$ cat src/rtl/assert_macros.svh
// Assertion macros shared by the window mean history RTL.
// Files that check their own logic include this header by its bare name.
`ifndef ASSERT_MACROS_SVH
`define ASSERT_MACROS_SVH

// Same-cycle implication, disabled while reset is asserted.
`define WMH_ASSERT_NOW(lbl, clk, rst_n, ante, cons, msg) \
	lbl: assert property (@(posedge clk) disable iff (!rst_n) (ante) |-> (cons)) \
		else $error(msg);

// Next-cycle implication, disabled while reset is asserted.
`define WMH_ASSERT_NEXT(lbl, clk, rst_n, ante, cons, msg) \
	lbl: assert property (@(posedge clk) disable iff (!rst_n) (ante) |=> (cons)) \
		else $error(msg);

`endif

$ cat src/rtl/wmh_pkg.sv
// Package for the window mean history block: field widths, command codes
// and the request and result payload types. No dependencies.
`timescale 1ns / 1ps

package wmh_pkg;

	localparam int SAMPLE_BITS = 32;
	localparam int CMD_W       = 2;
	localparam int LOOK_W      = 6;
	localparam int COUNT_W     = 7;
	localparam int WIN_REG_W   = 7;
	localparam int DEPTH_DEF   = 64;

	localparam logic [CMD_W-1:0] CMD_PUSH  = 2'd0;
	localparam logic [CMD_W-1:0] CMD_READ  = 2'd1;
	localparam logic [CMD_W-1:0] CMD_CLEAR = 2'd2;

	typedef logic [WIN_REG_W-1:0] cfg_t;

	typedef struct packed {
		logic [CMD_W-1:0]              cmd;
		logic signed [SAMPLE_BITS-1:0] sample;
		logic [LOOK_W-1:0]             lookback;
	} item_t;

	typedef struct packed {
		logic [COUNT_W-1:0]            count;
		logic signed [SAMPLE_BITS-1:0] window_mean;
		logic signed [SAMPLE_BITS-1:0] read_value;
		logic                          index_error;
	} result_t;

endpackage

$ cat src/rtl/wmh_chan_if.sv
// Valid/ready channel interface used for every port of the block.
// The payload type is a parameter; the block uses the types of wmh_pkg.
`timescale 1ns / 1ps

interface wmh_chan_if #(
	parameter type payload_t = logic
) ();
	logic     valid;
	logic     ready;
	payload_t data;

	modport source (output valid, output data, input ready);
	modport sink (input valid, input data, output ready);
endinterface

$ cat src/rtl/window_mean_history.sv
// Top level of the window mean history block: request and result channels,
// the control sequence and the history state. Uses wmh_pkg, wmh_chan_if,
// wmh_store and wmh_div.
`timescale 1ns / 1ps
`include "assert_macros.svh"

// Keeps the last window_size samples (Q16.16) in a ring held in one
// synchronous memory and reports, for every request, the held count and the
// mean of the running sum over window_size, truncated toward zero. A request
// is a push, a read of the sample lookback steps behind the newest, or a
// clear; any other command only reports. One request is worked at a time.
// Its result is loaded after these steps: the memory read data arrives and
// the ring, count and sum are updated, the bit-serial divider forms the
// mean, the divider flags that it is done, and the result register is
// loaded. The request side is ready again in the cycle after that load, so
// a new request is taken only once the previous result is loaded. The
// result register frees the request side, so the next request is taken even
// if the result has not been taken yet; only the load of the following
// result waits for it.
// Writing window_size also clears the history; write it only while no
// request is in flight. A value of zero acts as one and a value above DEPTH
// acts as DEPTH. No clearing pass is needed after reset: slots at or beyond
// the held count read as zero.
module window_mean_history #(
	parameter int DEPTH = wmh_pkg::DEPTH_DEF
) (
	input  logic       clk,
	input  logic       arst_n,
	wmh_chan_if.sink   cfg,
	wmh_chan_if.sink   item,
	wmh_chan_if.source result
);
	import wmh_pkg::*;

	localparam int ADDR_W = $clog2(DEPTH);
	localparam int CNT_W  = $clog2(DEPTH + 1);
	localparam int SUM_W  = SAMPLE_BITS + ADDR_W;
	localparam int IW     = ((CNT_W > LOOK_W) ? CNT_W : LOOK_W) + 1;

	localparam logic [1:0] ST_IDLE = 2'd0;
	localparam logic [1:0] ST_MOD  = 2'd1;
	localparam logic [1:0] ST_DIV  = 2'd2;
	localparam logic [1:0] ST_DONE = 2'd3;

	// Control and history state.
	logic [1:0]             state_q;
	logic [WIN_REG_W-1:0]   window_q;
	logic [ADDR_W-1:0]      pos_q;
	logic [CNT_W-1:0]       count_q;
	logic signed [SUM_W-1:0] sum_q;
	logic                   res_valid_q;
	result_t                res_q;

	// Request captured at acceptance.
	logic [CMD_W-1:0]       cmd_s1;
	logic [SAMPLE_BITS-1:0] sample_s1;
	logic                   err_s1;
	logic [ADDR_W-1:0]      addr_s1;
	logic [SAMPLE_BITS-1:0] rdval_q;

	logic [CNT_W-1:0]       win_eff;
	logic                   item_acc;
	logic                   cfg_acc;
	logic                   full;
	logic [CNT_W-1:0]       pos_inc;
	logic [ADDR_W-1:0]      pos_nxt;
	logic [IW-1:0]          slot_diff;
	logic [IW-1:0]          slot_wrap;
	logic                   look_err;
	logic [ADDR_W-1:0]      rd_addr;
	logic [SAMPLE_BITS-1:0] rd_data;
	logic signed [SUM_W-1:0] old_ext;
	logic signed [SUM_W-1:0] new_ext;
	logic signed [SUM_W-1:0] sum_nxt;
	logic                   wr_en;
	logic                   div_start;
	logic                   div_done;
	logic [SAMPLE_BITS-1:0] mean;
	logic                   load_res;

	// Window actually in use: zero acts as one, anything above the ring as
	// the ring depth.
	always_comb begin
		if (window_q == '0) begin
			win_eff = CNT_W'(1);
		end else if (int'(window_q) > DEPTH) begin
			win_eff = CNT_W'(DEPTH);
		end else begin
			win_eff = CNT_W'(window_q);
		end
	end

	assign item.ready = (state_q == ST_IDLE);
	assign cfg.ready  = 1'b1;
	assign item_acc   = item.valid & item.ready;
	assign cfg_acc    = cfg.valid & cfg.ready;
	assign full       = (count_q == win_eff);

	// A push moves the newest position only when the ring already holds
	// something, wrapping at the window.
	always_comb begin
		pos_inc = CNT_W'(pos_q) + CNT_W'(1);
		if (count_q == '0) begin
			pos_nxt = pos_q;
		end else if (pos_inc >= win_eff) begin
			pos_nxt = '0;
		end else begin
			pos_nxt = ADDR_W'(pos_inc);
		end
	end

	// Read slot: newest position minus lookback, modulo the window.
	always_comb begin
		look_err  = IW'(item.data.lookback) >= IW'(win_eff);
		slot_diff = IW'(pos_q) - IW'(item.data.lookback);
		slot_wrap = slot_diff[IW-1] ? slot_diff + IW'(win_eff) : slot_diff;
	end

	assign rd_addr = (item.data.cmd == CMD_READ) ? ADDR_W'(slot_wrap) : pos_nxt;

	// The push overwrites a slot; its old value leaves the running sum only
	// when the window is full, since only then was that slot filled.
	assign old_ext = {{(SUM_W - SAMPLE_BITS){rd_data[SAMPLE_BITS-1]}}, rd_data};
	assign new_ext = {{(SUM_W - SAMPLE_BITS){sample_s1[SAMPLE_BITS-1]}}, sample_s1};

	always_comb begin
		unique case (cmd_s1)
			CMD_PUSH: begin
				sum_nxt = sum_q - (full ? old_ext : '0) + new_ext;
			end
			CMD_CLEAR: begin
				sum_nxt = '0;
			end
			default: begin
				sum_nxt = sum_q;
			end
		endcase
	end

	assign wr_en     = (state_q == ST_MOD) && (cmd_s1 == CMD_PUSH);
	assign div_start = (state_q == ST_MOD);
	assign load_res  = (state_q == ST_DONE) && (!res_valid_q || result.ready);

	wmh_store #(
		.DEPTH (DEPTH)
	) u_store (
		.clk     (clk),
		.wr_en   (wr_en),
		.wr_addr (addr_s1),
		.wr_data (sample_s1),
		.rd_en   (item_acc),
		.rd_addr (rd_addr),
		.rd_data (rd_data)
	);

	wmh_div #(
		.SUM_W (SUM_W),
		.DIV_W (CNT_W)
	) u_div (
		.clk      (clk),
		.arst_n   (arst_n),
		.start    (div_start),
		.dividend (sum_nxt),
		.divisor  (win_eff),
		.done     (div_done),
		.quotient (mean)
	);

	// Sequencer and history state. A configuration write clears the history;
	// the user must send it only while no request is in flight (not enforced).
	always_ff @(posedge clk or negedge arst_n) begin
		if (!arst_n) begin
			state_q  <= ST_IDLE;
			window_q <= WIN_REG_W'(DEPTH_DEF);
			pos_q    <= '0;
			count_q  <= '0;
			sum_q    <= '0;
		end else begin
			unique case (state_q)
				ST_IDLE: begin
					if (item_acc) begin
						state_q <= ST_MOD;
					end
				end
				ST_MOD: begin
					state_q <= ST_DIV;
					sum_q   <= sum_nxt;
					unique case (cmd_s1)
						CMD_PUSH: begin
							pos_q <= addr_s1;
							if (!full) begin
								count_q <= count_q + CNT_W'(1);
							end
						end
						CMD_CLEAR: begin
							pos_q   <= '0;
							count_q <= '0;
						end
						default: begin
						end
					endcase
				end
				ST_DIV: begin
					if (div_done) begin
						state_q <= ST_DONE;
					end
				end
				ST_DONE: begin
					if (load_res) begin
						state_q <= ST_IDLE;
					end
				end
				default: begin
					state_q <= ST_IDLE;
				end
			endcase
			if (cfg_acc) begin
				window_q <= cfg.data;
				pos_q    <= '0;
				count_q  <= '0;
				sum_q    <= '0;
			end
		end
	end

	// Request fields and read result; no reset needed.
	always_ff @(posedge clk) begin
		if (item_acc) begin
			cmd_s1    <= item.data.cmd;
			sample_s1 <= item.data.sample;
			err_s1    <= (item.data.cmd == CMD_READ) && look_err;
			addr_s1   <= rd_addr;
		end
		if (state_q == ST_MOD) begin
			// Slots at or past the held count were not written since the
			// last clear and read as zero.
			if (cmd_s1 == CMD_READ && !err_s1 && CNT_W'(addr_s1) < count_q) begin
				rdval_q <= rd_data;
			end else begin
				rdval_q <= '0;
			end
		end
	end

	// Result register.
	always_ff @(posedge clk or negedge arst_n) begin
		if (!arst_n) begin
			res_valid_q <= 1'b0;
		end else if (load_res) begin
			res_valid_q <= 1'b1;
		end else if (result.ready) begin
			res_valid_q <= 1'b0;
		end
	end

	always_ff @(posedge clk) begin
		if (load_res) begin
			res_q.count       <= COUNT_W'(count_q);
			res_q.window_mean <= mean;
			res_q.read_value  <= rdval_q;
			res_q.index_error <= err_s1;
		end
	end

	assign result.valid = res_valid_q;
	assign result.data  = res_q;

	`WMH_ASSERT_NOW(a_count_bound, clk, arst_n, 1'b1, count_q <= win_eff, "count above window")
	`WMH_ASSERT_NOW(a_pos_bound, clk, arst_n, 1'b1, CNT_W'(pos_q) < win_eff, "position outside window")
	`WMH_ASSERT_NEXT(a_acc_mod, clk, arst_n, item_acc, state_q == ST_MOD, "accepted request not worked")

endmodule

$ cat src/rtl/wmh_store.sv
// Sample store: one synchronous memory, one write port and one read port
// with registered read data. Depends on wmh_pkg for the sample width.
`timescale 1ns / 1ps

module wmh_store #(
	parameter int DEPTH = wmh_pkg::DEPTH_DEF
) (
	input  logic                                clk,
	input  logic                                wr_en,
	input  logic [$clog2(DEPTH)-1:0]            wr_addr,
	input  logic [wmh_pkg::SAMPLE_BITS-1:0]     wr_data,
	input  logic                                rd_en,
	input  logic [$clog2(DEPTH)-1:0]            rd_addr,
	output logic [wmh_pkg::SAMPLE_BITS-1:0]     rd_data
);
	import wmh_pkg::*;

	logic [SAMPLE_BITS-1:0] mem [DEPTH];
	logic [SAMPLE_BITS-1:0] rd_data_q;

	always_ff @(posedge clk) begin
		if (wr_en) begin
			mem[wr_addr] <= wr_data;
		end
	end

	always_ff @(posedge clk) begin
		if (rd_en) begin
			rd_data_q <= mem[rd_addr];
		end
	end

	assign rd_data = rd_data_q;

endmodule

$ cat src/rtl/wmh_div.sv
// Bit-serial restoring divider: signed running sum over the unsigned
// window, truncated toward zero, one quotient bit per cycle. Uses wmh_pkg.
`timescale 1ns / 1ps
`include "assert_macros.svh"

module wmh_div #(
	parameter int SUM_W = 38,
	parameter int DIV_W = 7
) (
	input  logic                                clk,
	input  logic                                arst_n,
	input  logic                                start,
	input  logic signed [SUM_W-1:0]             dividend,
	input  logic [DIV_W-1:0]                    divisor,
	output logic                                done,
	output logic [wmh_pkg::SAMPLE_BITS-1:0]     quotient
);
	import wmh_pkg::*;

	localparam int STEP_W = $clog2(SUM_W);

	logic              busy_q;
	logic              done_q;
	logic              neg_q;
	logic [STEP_W-1:0] step_q;
	logic [DIV_W-1:0]  rem_q;
	logic [DIV_W-1:0]  dvs_q;
	logic [SUM_W-1:0]  quo_q;

	logic [SUM_W-1:0]  mag;
	logic [DIV_W:0]    shifted;
	logic [DIV_W+1:0]  diff;
	logic              qbit;

	assign mag     = dividend[SUM_W-1] ? SUM_W'(-dividend) : SUM_W'(dividend);
	assign shifted = {rem_q, quo_q[SUM_W-1]};
	assign diff    = {1'b0, shifted} - {2'b00, dvs_q};
	assign qbit    = ~diff[DIV_W+1];

	always_ff @(posedge clk or negedge arst_n) begin
		if (!arst_n) begin
			busy_q <= 1'b0;
			done_q <= 1'b0;
			step_q <= '0;
		end else begin
			done_q <= 1'b0;
			if (start) begin
				busy_q <= 1'b1;
				step_q <= '0;
			end else if (busy_q) begin
				step_q <= step_q + STEP_W'(1);
				if (step_q == STEP_W'(SUM_W - 1)) begin
					busy_q <= 1'b0;
					done_q <= 1'b1;
				end
			end
		end
	end

	always_ff @(posedge clk) begin
		if (start) begin
			quo_q <= mag;
			rem_q <= '0;
			dvs_q <= divisor;
			neg_q <= dividend[SUM_W-1];
		end else if (busy_q) begin
			quo_q <= {quo_q[SUM_W-2:0], qbit};
			rem_q <= qbit ? diff[DIV_W-1:0] : shifted[DIV_W-1:0];
		end
	end

	assign done     = done_q;
	assign quotient = neg_q ? SAMPLE_BITS'(-quo_q[SAMPLE_BITS-1:0])
	                        : quo_q[SAMPLE_BITS-1:0];

	`WMH_ASSERT_NOW(a_start_idle, clk, arst_n, start, !busy_q, "divider started while busy")
	`WMH_ASSERT_NEXT(a_start_busy, clk, arst_n, start, busy_q, "divider did not start")
	`WMH_ASSERT_NOW(a_rem_bound, clk, arst_n, busy_q, rem_q < dvs_q, "remainder not below divisor")

endmodule

$ cat src/flat_wrapper.sv
// flat-port wrapper written by rule: the top's interface ports become plain ports
module window_mean_history_flat import wmh_pkg::*;
#(
	parameter int DEPTH = wmh_pkg::DEPTH_DEF
)
  (clk, arst_n, cfg_valid, cfg_data, cfg_ready, item_valid, item_data, item_ready, result_valid, result_data, result_ready);
  wmh_chan_if #(.payload_t(cfg_t)) cfg_i ();
  wmh_chan_if #(.payload_t(item_t)) item_i ();
  wmh_chan_if #(.payload_t(result_t)) result_i ();
  input  logic clk;
  input  logic arst_n;
  input wire logic [$bits(cfg_i.valid)-1:0] cfg_valid;
  input wire logic [$bits(cfg_i.data)-1:0] cfg_data;
  output wire logic [$bits(cfg_i.ready)-1:0] cfg_ready;
  input wire logic [$bits(item_i.valid)-1:0] item_valid;
  input wire logic [$bits(item_i.data)-1:0] item_data;
  output wire logic [$bits(item_i.ready)-1:0] item_ready;
  output wire logic [$bits(result_i.valid)-1:0] result_valid;
  output wire logic [$bits(result_i.data)-1:0] result_data;
  input wire logic [$bits(result_i.ready)-1:0] result_ready;
  assign cfg_i.valid = cfg_valid;
  assign cfg_i.data = cfg_data;
  assign cfg_ready = cfg_i.ready;
  assign item_i.valid = item_valid;
  assign item_i.data = item_data;
  assign item_ready = item_i.ready;
  assign result_valid = result_i.valid;
  assign result_data = result_i.data;
  assign result_i.ready = result_ready;
  window_mean_history #(.DEPTH(DEPTH)) u_core (.clk(clk), .arst_n(arst_n), .cfg(cfg_i), .item(item_i), .result(result_i));
endmodule
$ cat config.mk
export PLATFORM = sky130hd
export DESIGN_NAME = window_mean_history_flat
export DESIGN_NICKNAME = d
export VERILOG_FILES = /design/src/rtl/wmh_pkg.sv /design/src/rtl/wmh_chan_if.sv /design/src/rtl/window_mean_history.sv /design/src/rtl/wmh_store.sv /design/src/rtl/wmh_div.sv /design/src/flat_wrapper.sv
export VERILOG_INCLUDE_DIRS = /design/src /design/src/rtl
export SDC_FILE = /design/constraint.sdc
export NUM_CORES = 2
export LEC_CHECK = 0
export ABC_AREA = 1
export BUFFER_PORTS_ARGS = -buffer_cell sky130_fd_sc_hd__buf_4
export CELL_PAD_IN_SITES_DETAIL_PLACEMENT = 1
export CELL_PAD_IN_SITES_GLOBAL_PLACEMENT = 1
export CORE_UTILIZATION = 35
export DETAILED_ROUTE_END_ITERATION = 8
export GPL_TIMING_DRIVEN = 0
export PLACE_DENSITY = 0.54
export SLEW_MARGIN = 10
export SYNTH_ARGS = -nofsm -noshare
export SYNTH_HDL_FRONTEND = slang
export SYNTH_SLANG_ARGS = --single-unit
export TNS_END_PERCENT = 30
$ cat constraint.sdc
create_clock -name clk -period 6.7 [get_ports clk]
set_input_delay 0.335 -clock clk [delete_from_list [all_inputs] [get_ports clk]]
set_output_delay 0.335 -clock clk [all_outputs]
set_load 0.005 [all_outputs]
==> impl_metrics.toml <==
[drt]
drcViolationCount = 0
vias = 72762
wl_um = 416000
first_pass_iters = 6
viasPerCell = 5.411
avgRoutedWirePerCell_um = 30.94
ant_nets = 0
first_iter_violations = 7019

[global_route]
grt_pass1_vias = 73669
grt_max_degree = 70
overflow = 0
grtUsageTotal_pct = 27.89
antenna_found_initial = 26
grt_pass1_wl_um = 577000

[timing]
hold_viol = 0
max_freq_mhz = 148.5
layout_setup_ws_ps = -36.22
setup_viol = 3
min_period_ps = 6736
rsz0062_at_grt = "true"
finClkSkew_ps = 68.19
final_max_slew_viol_count = 0
maxSlewHeadroom_pct = 5.295
worst_pin_slew_ps = 1421
setup-tns-final_ps = -86.38
fin_crit_sh_pct = 100.5

[logic_synthesis]
syn-num-nets = 8815
synth_edf_count = 2271
yosysTopAreaCell = "edfxtp_1"
netlist_area_um2 = 102600
async_flop_share_pct = 2.940
synth_top_family_by_area = "simple AND/OR/NAND/NOR gates"
syn_inst = 8637
seq_area_frac_synth_pct = 68.28
ys_types = 59
synthXorXnorAreaFrac_pct = 0.5548
synth-adder-area-share_pct = 1.829
yosys_warnings = 0
ys.flop_type = "edfxtp_1"
muxShareOfSynthArea_pct = 0
avgSynthCellArea_um2 = 11.88
synth_seq_cells = 2347
synth_compound_area_share_pct = 8.815
ys_top_cells_by_area = "edfxtp_1 66%, o211ai_1 7.6%, nand3_1 5.4%"
yosys.area_share.simple_pct = 13.76
synth.top_cell.area_share_pct = 66.46

[floorplan]
chipHeight_um = 543.5
pin_count = 127
chipWidth_um = 543.5
fp.dieArea_um2 = 295300
coreArea_um2 = 291300
initial_core_util_pct = 35.22
row_count = 198

[power_and_ir_drop]
peakVddDrop_mv = 0.2069
power_leakage_uw = 0.04533
intPower_uw = 25290
clkPwrFrac_pct = 41.1
switching_share_pct = 28.50
power_frac_seq_pct = 44.9
switchingPower_uw = 10080
powerDensity_nw_per_um2 = 286.7
pwr-share-comb_pct = 14.0

[cts]
clock_tree.root_cell = "clkbuf_16"
cts-buffers-inserted = 275
clkLatencyLatePin_ps = 930
postCtsSetupBuffers = 0
clockBufferDepth = 4
cts_tree = "built"
clkSinkCount = 2347
htreeDepth = 5
clk_pin_slew_ps = 60

[setup_path]
timing.rr.end = "u_core.u_store.rd_data[19]"
reg2regPathDepth = 21
reg2reg_slack_ps = -40
path_class = "reg2reg"
timing.rr.start = "u_core.pos_q[0]"
start_kind = "flop"
max_stage_delay_ps = 990
crit_slowest_cell = "clkbuf_1"
endpoint_kind = "flop"
cp_data_required_time_ps = 7410
worstPathArrival_ps = 7440
critPathMaxFanout = 10
crit_path_cell_trace = "inv_1 > ha_1 > inv_1 > fa_1 > xor2_1 > ha_1 > nand2_1 > nand2_1 > a31oi_1 > nor2_1 > inv_1 > a31oi_1 > o21ai_0 > nand2_1 > inv_1 > clkbuf_1 > clkbuf_1 > nand3_1 > nand3_1 > nand3_1 > nand2_1"

[cells_and_area]
area_delta_synth_final_pct = 20.26
finish.instance_area_um2 = 123400
final_nets = 9507
drive_above_1_share_pct = 12.08
n_fill_cell = 30704

[run]
max_cap_violations = 0

[min_path]
min_path_type = "in2async"

[placement]
hpwlAfterDp_um = 315600
portBuffers = 125
gp_congestion = 1.059
pre_cts_slack_ps = -142.0
dpl_cell_area_um2 = 114400

[status]
violations = "setup timing"
status = "finished, violations left"
-- stage by stage --
step | utilization (%) | cells | hold slack (ps) | power (µW)
2_1_floorplan | - | 8637 | 39.41 | 18770
3_3_place_gp | 37.22 | 12662 | 405.2 | 20990
3_5_place_dp | 39.26 | 12904 | 406.3 | 21070
4_1_cts | 42.35 | 13439 | 33.82 | 35570
5_1_grt | 42.35 | 13441 | 118.5 | 36380
6_report | 42.36 | 13446 | 89.47 | 35380
-- cell families (layout without fill, tap and decap cells) --
family                   count (synthesis)  in the layout
AND/OR/NAND/NOR                       3116           3116
flip-flops                            2347           2347
buffers and inverters                 1719           2620
AO/OA/AOI/OAI                         1263           1263
adder cells (fa/ha/maj)                126            126
XOR/XNOR                                65             65
other                                    1              9
-- layout make-up --
class / count / area, µm² / area share, %
antenna: 8 / 20.02 / 0.01622
buffer: 490 / 2327 / 1.886
clock buffer: 350 / 7288 / 5.906
clock inverter: 136 / 1220 / 0.9886
inverter: 1228 / 4614 / 3.739
multi-input combinational: 4571 / 26140 / 21.18
sequential: 2347 / 70060 / 56.78
tap: 3900 / 4880 / 3.954
timing repair buffer: 416 / 6853 / 5.553
-- metal layers --
| metal | up-vias | track usage, % | wire length (µm) |
|---|---|---|---|
| met1 | 37699 | 38.55 | 182000 |
| met3 | 579 | 3.976 | 25350 |
| met5 | - | 0 | 214 |
| li1 | 32038 | - | - |
| met4 | 2 | 9.903 | 15870 |
| met2 | 2444 | 44.68 | 192500 |
-- cell usage in the layout, fill, tap and decap left out, types with 82 or more instances in the layout --
master	netlist	layout
clkbuf_1	157	217
buf_2	252	252
nand2_1	1308	1307
nand3_1	1112	1112
o211ai_1	1032	1032
ha_1	86	85
edfxtp_1	2271	2271
clkbuf_16	0	279
inv_1	1223	1221
nor2_1	280	214
buf_4	16	142
o21ai_0	82	82
or2_1	294	294
buf_16	0	116
-- critical path: cells and delay by family, from the launching register on --
kind,cells,cell delay (ps)
buffers and inverters,6,2560
AOI/OAI and AO/OA,3,400
adders and majority gates,3,970
and+or+nand+nor,8,1900
xor gates and xnor gates,1,300
DFF,1,430
-- worst max-delay path by stage --
stage | start | to | cells past startpoint
global route | u_core.pos_q[0] | u_core.u_store.rd_data[31] | 21
floorplan | u_core.window_q[6] | u_core.u_div.quo_q[36] | 32
global placement | u_core.state_q[1] | u_core.u_store.mem[15][24] | 7
CTS | u_core.window_q[6] | u_core.u_div.quo_q[36] | 32
finish | u_core.pos_q[0] | u_core.u_store.rd_data[19] | 21
detailed placement | u_core.window_q[6] | u_core.u_div.quo_q[14] | 29
-- what timing repair did --
item	4_1_cts	5_1_grt
resized for setup	2	7
hold endpoints to repair	123	0
endpoints found under the setup margin	9	41
hold buffers	49	0
-- power by group through the flow --
stage | Sequential (µW) | Clock, µW | Combinational [µW]
after floorplan | 16200 | 0 | 2580
after global placement | 16200 | 0 | 4800
after detailed placement | 16200 | 0 | 4880
after CTS | 15900 | 14800 | 4920
after global routing | 15900 | 15300 | 5220
final | 15900 | 14500 | 4960
-- cell usage after synthesis (3+ instances only) --
cell type,count
a21oi_1,74
edfxtp_1,2271
inv_2,3
dfxtp_1,7
buf_1,52
nand3b_1,5
or2_1,294
o22ai_1,44
buf_4,16
inv_1,1223
buf_2,252
clkbuf_1,157
a31oi_1,8
nand2_2,4
o21bai_1,3
nand4_1,23
or2_2,31
o211ai_1,1032
o21ai_0,82
fa_1,40
xor2_1,56
nor2_1,280
o21ai_1,5
dfrtp_1,68
nand3_1,1112
nor4_1,6
xnor2_1,9
nor3_1,37
ha_1,86
nor2_2,6
nand2_1,1308
buf_6,13
-- state kept, by name, indices dropped and copies added (netlist names) --
signal                  flops
u_core.u_store.mem       2048
u_core.u_div.busy_q         1
u_core.result.valid         1
u_core.result.data         72
u_core.pos_q                6
u_core.rdval_q             32
u_core.window_q             7
u_core.sum_q               38
u_core.u_div.quo_q         38
u_core.u_div.rem_q          7
u_core.u_div.neg_q          1
u_core.cmd_s1               2
u_core.u_store.rd_data     32
u_core.u_div.step_q         6
u_core.u_div.done           1
u_core.u_div.dvs_q          7
u_core.state_q              2
u_core.addr_s1              6
u_core.sample_s1           32
u_core.count_q              7
u_core.err_s1               1
Note: power is estimated with default switching activity, not from simulation.
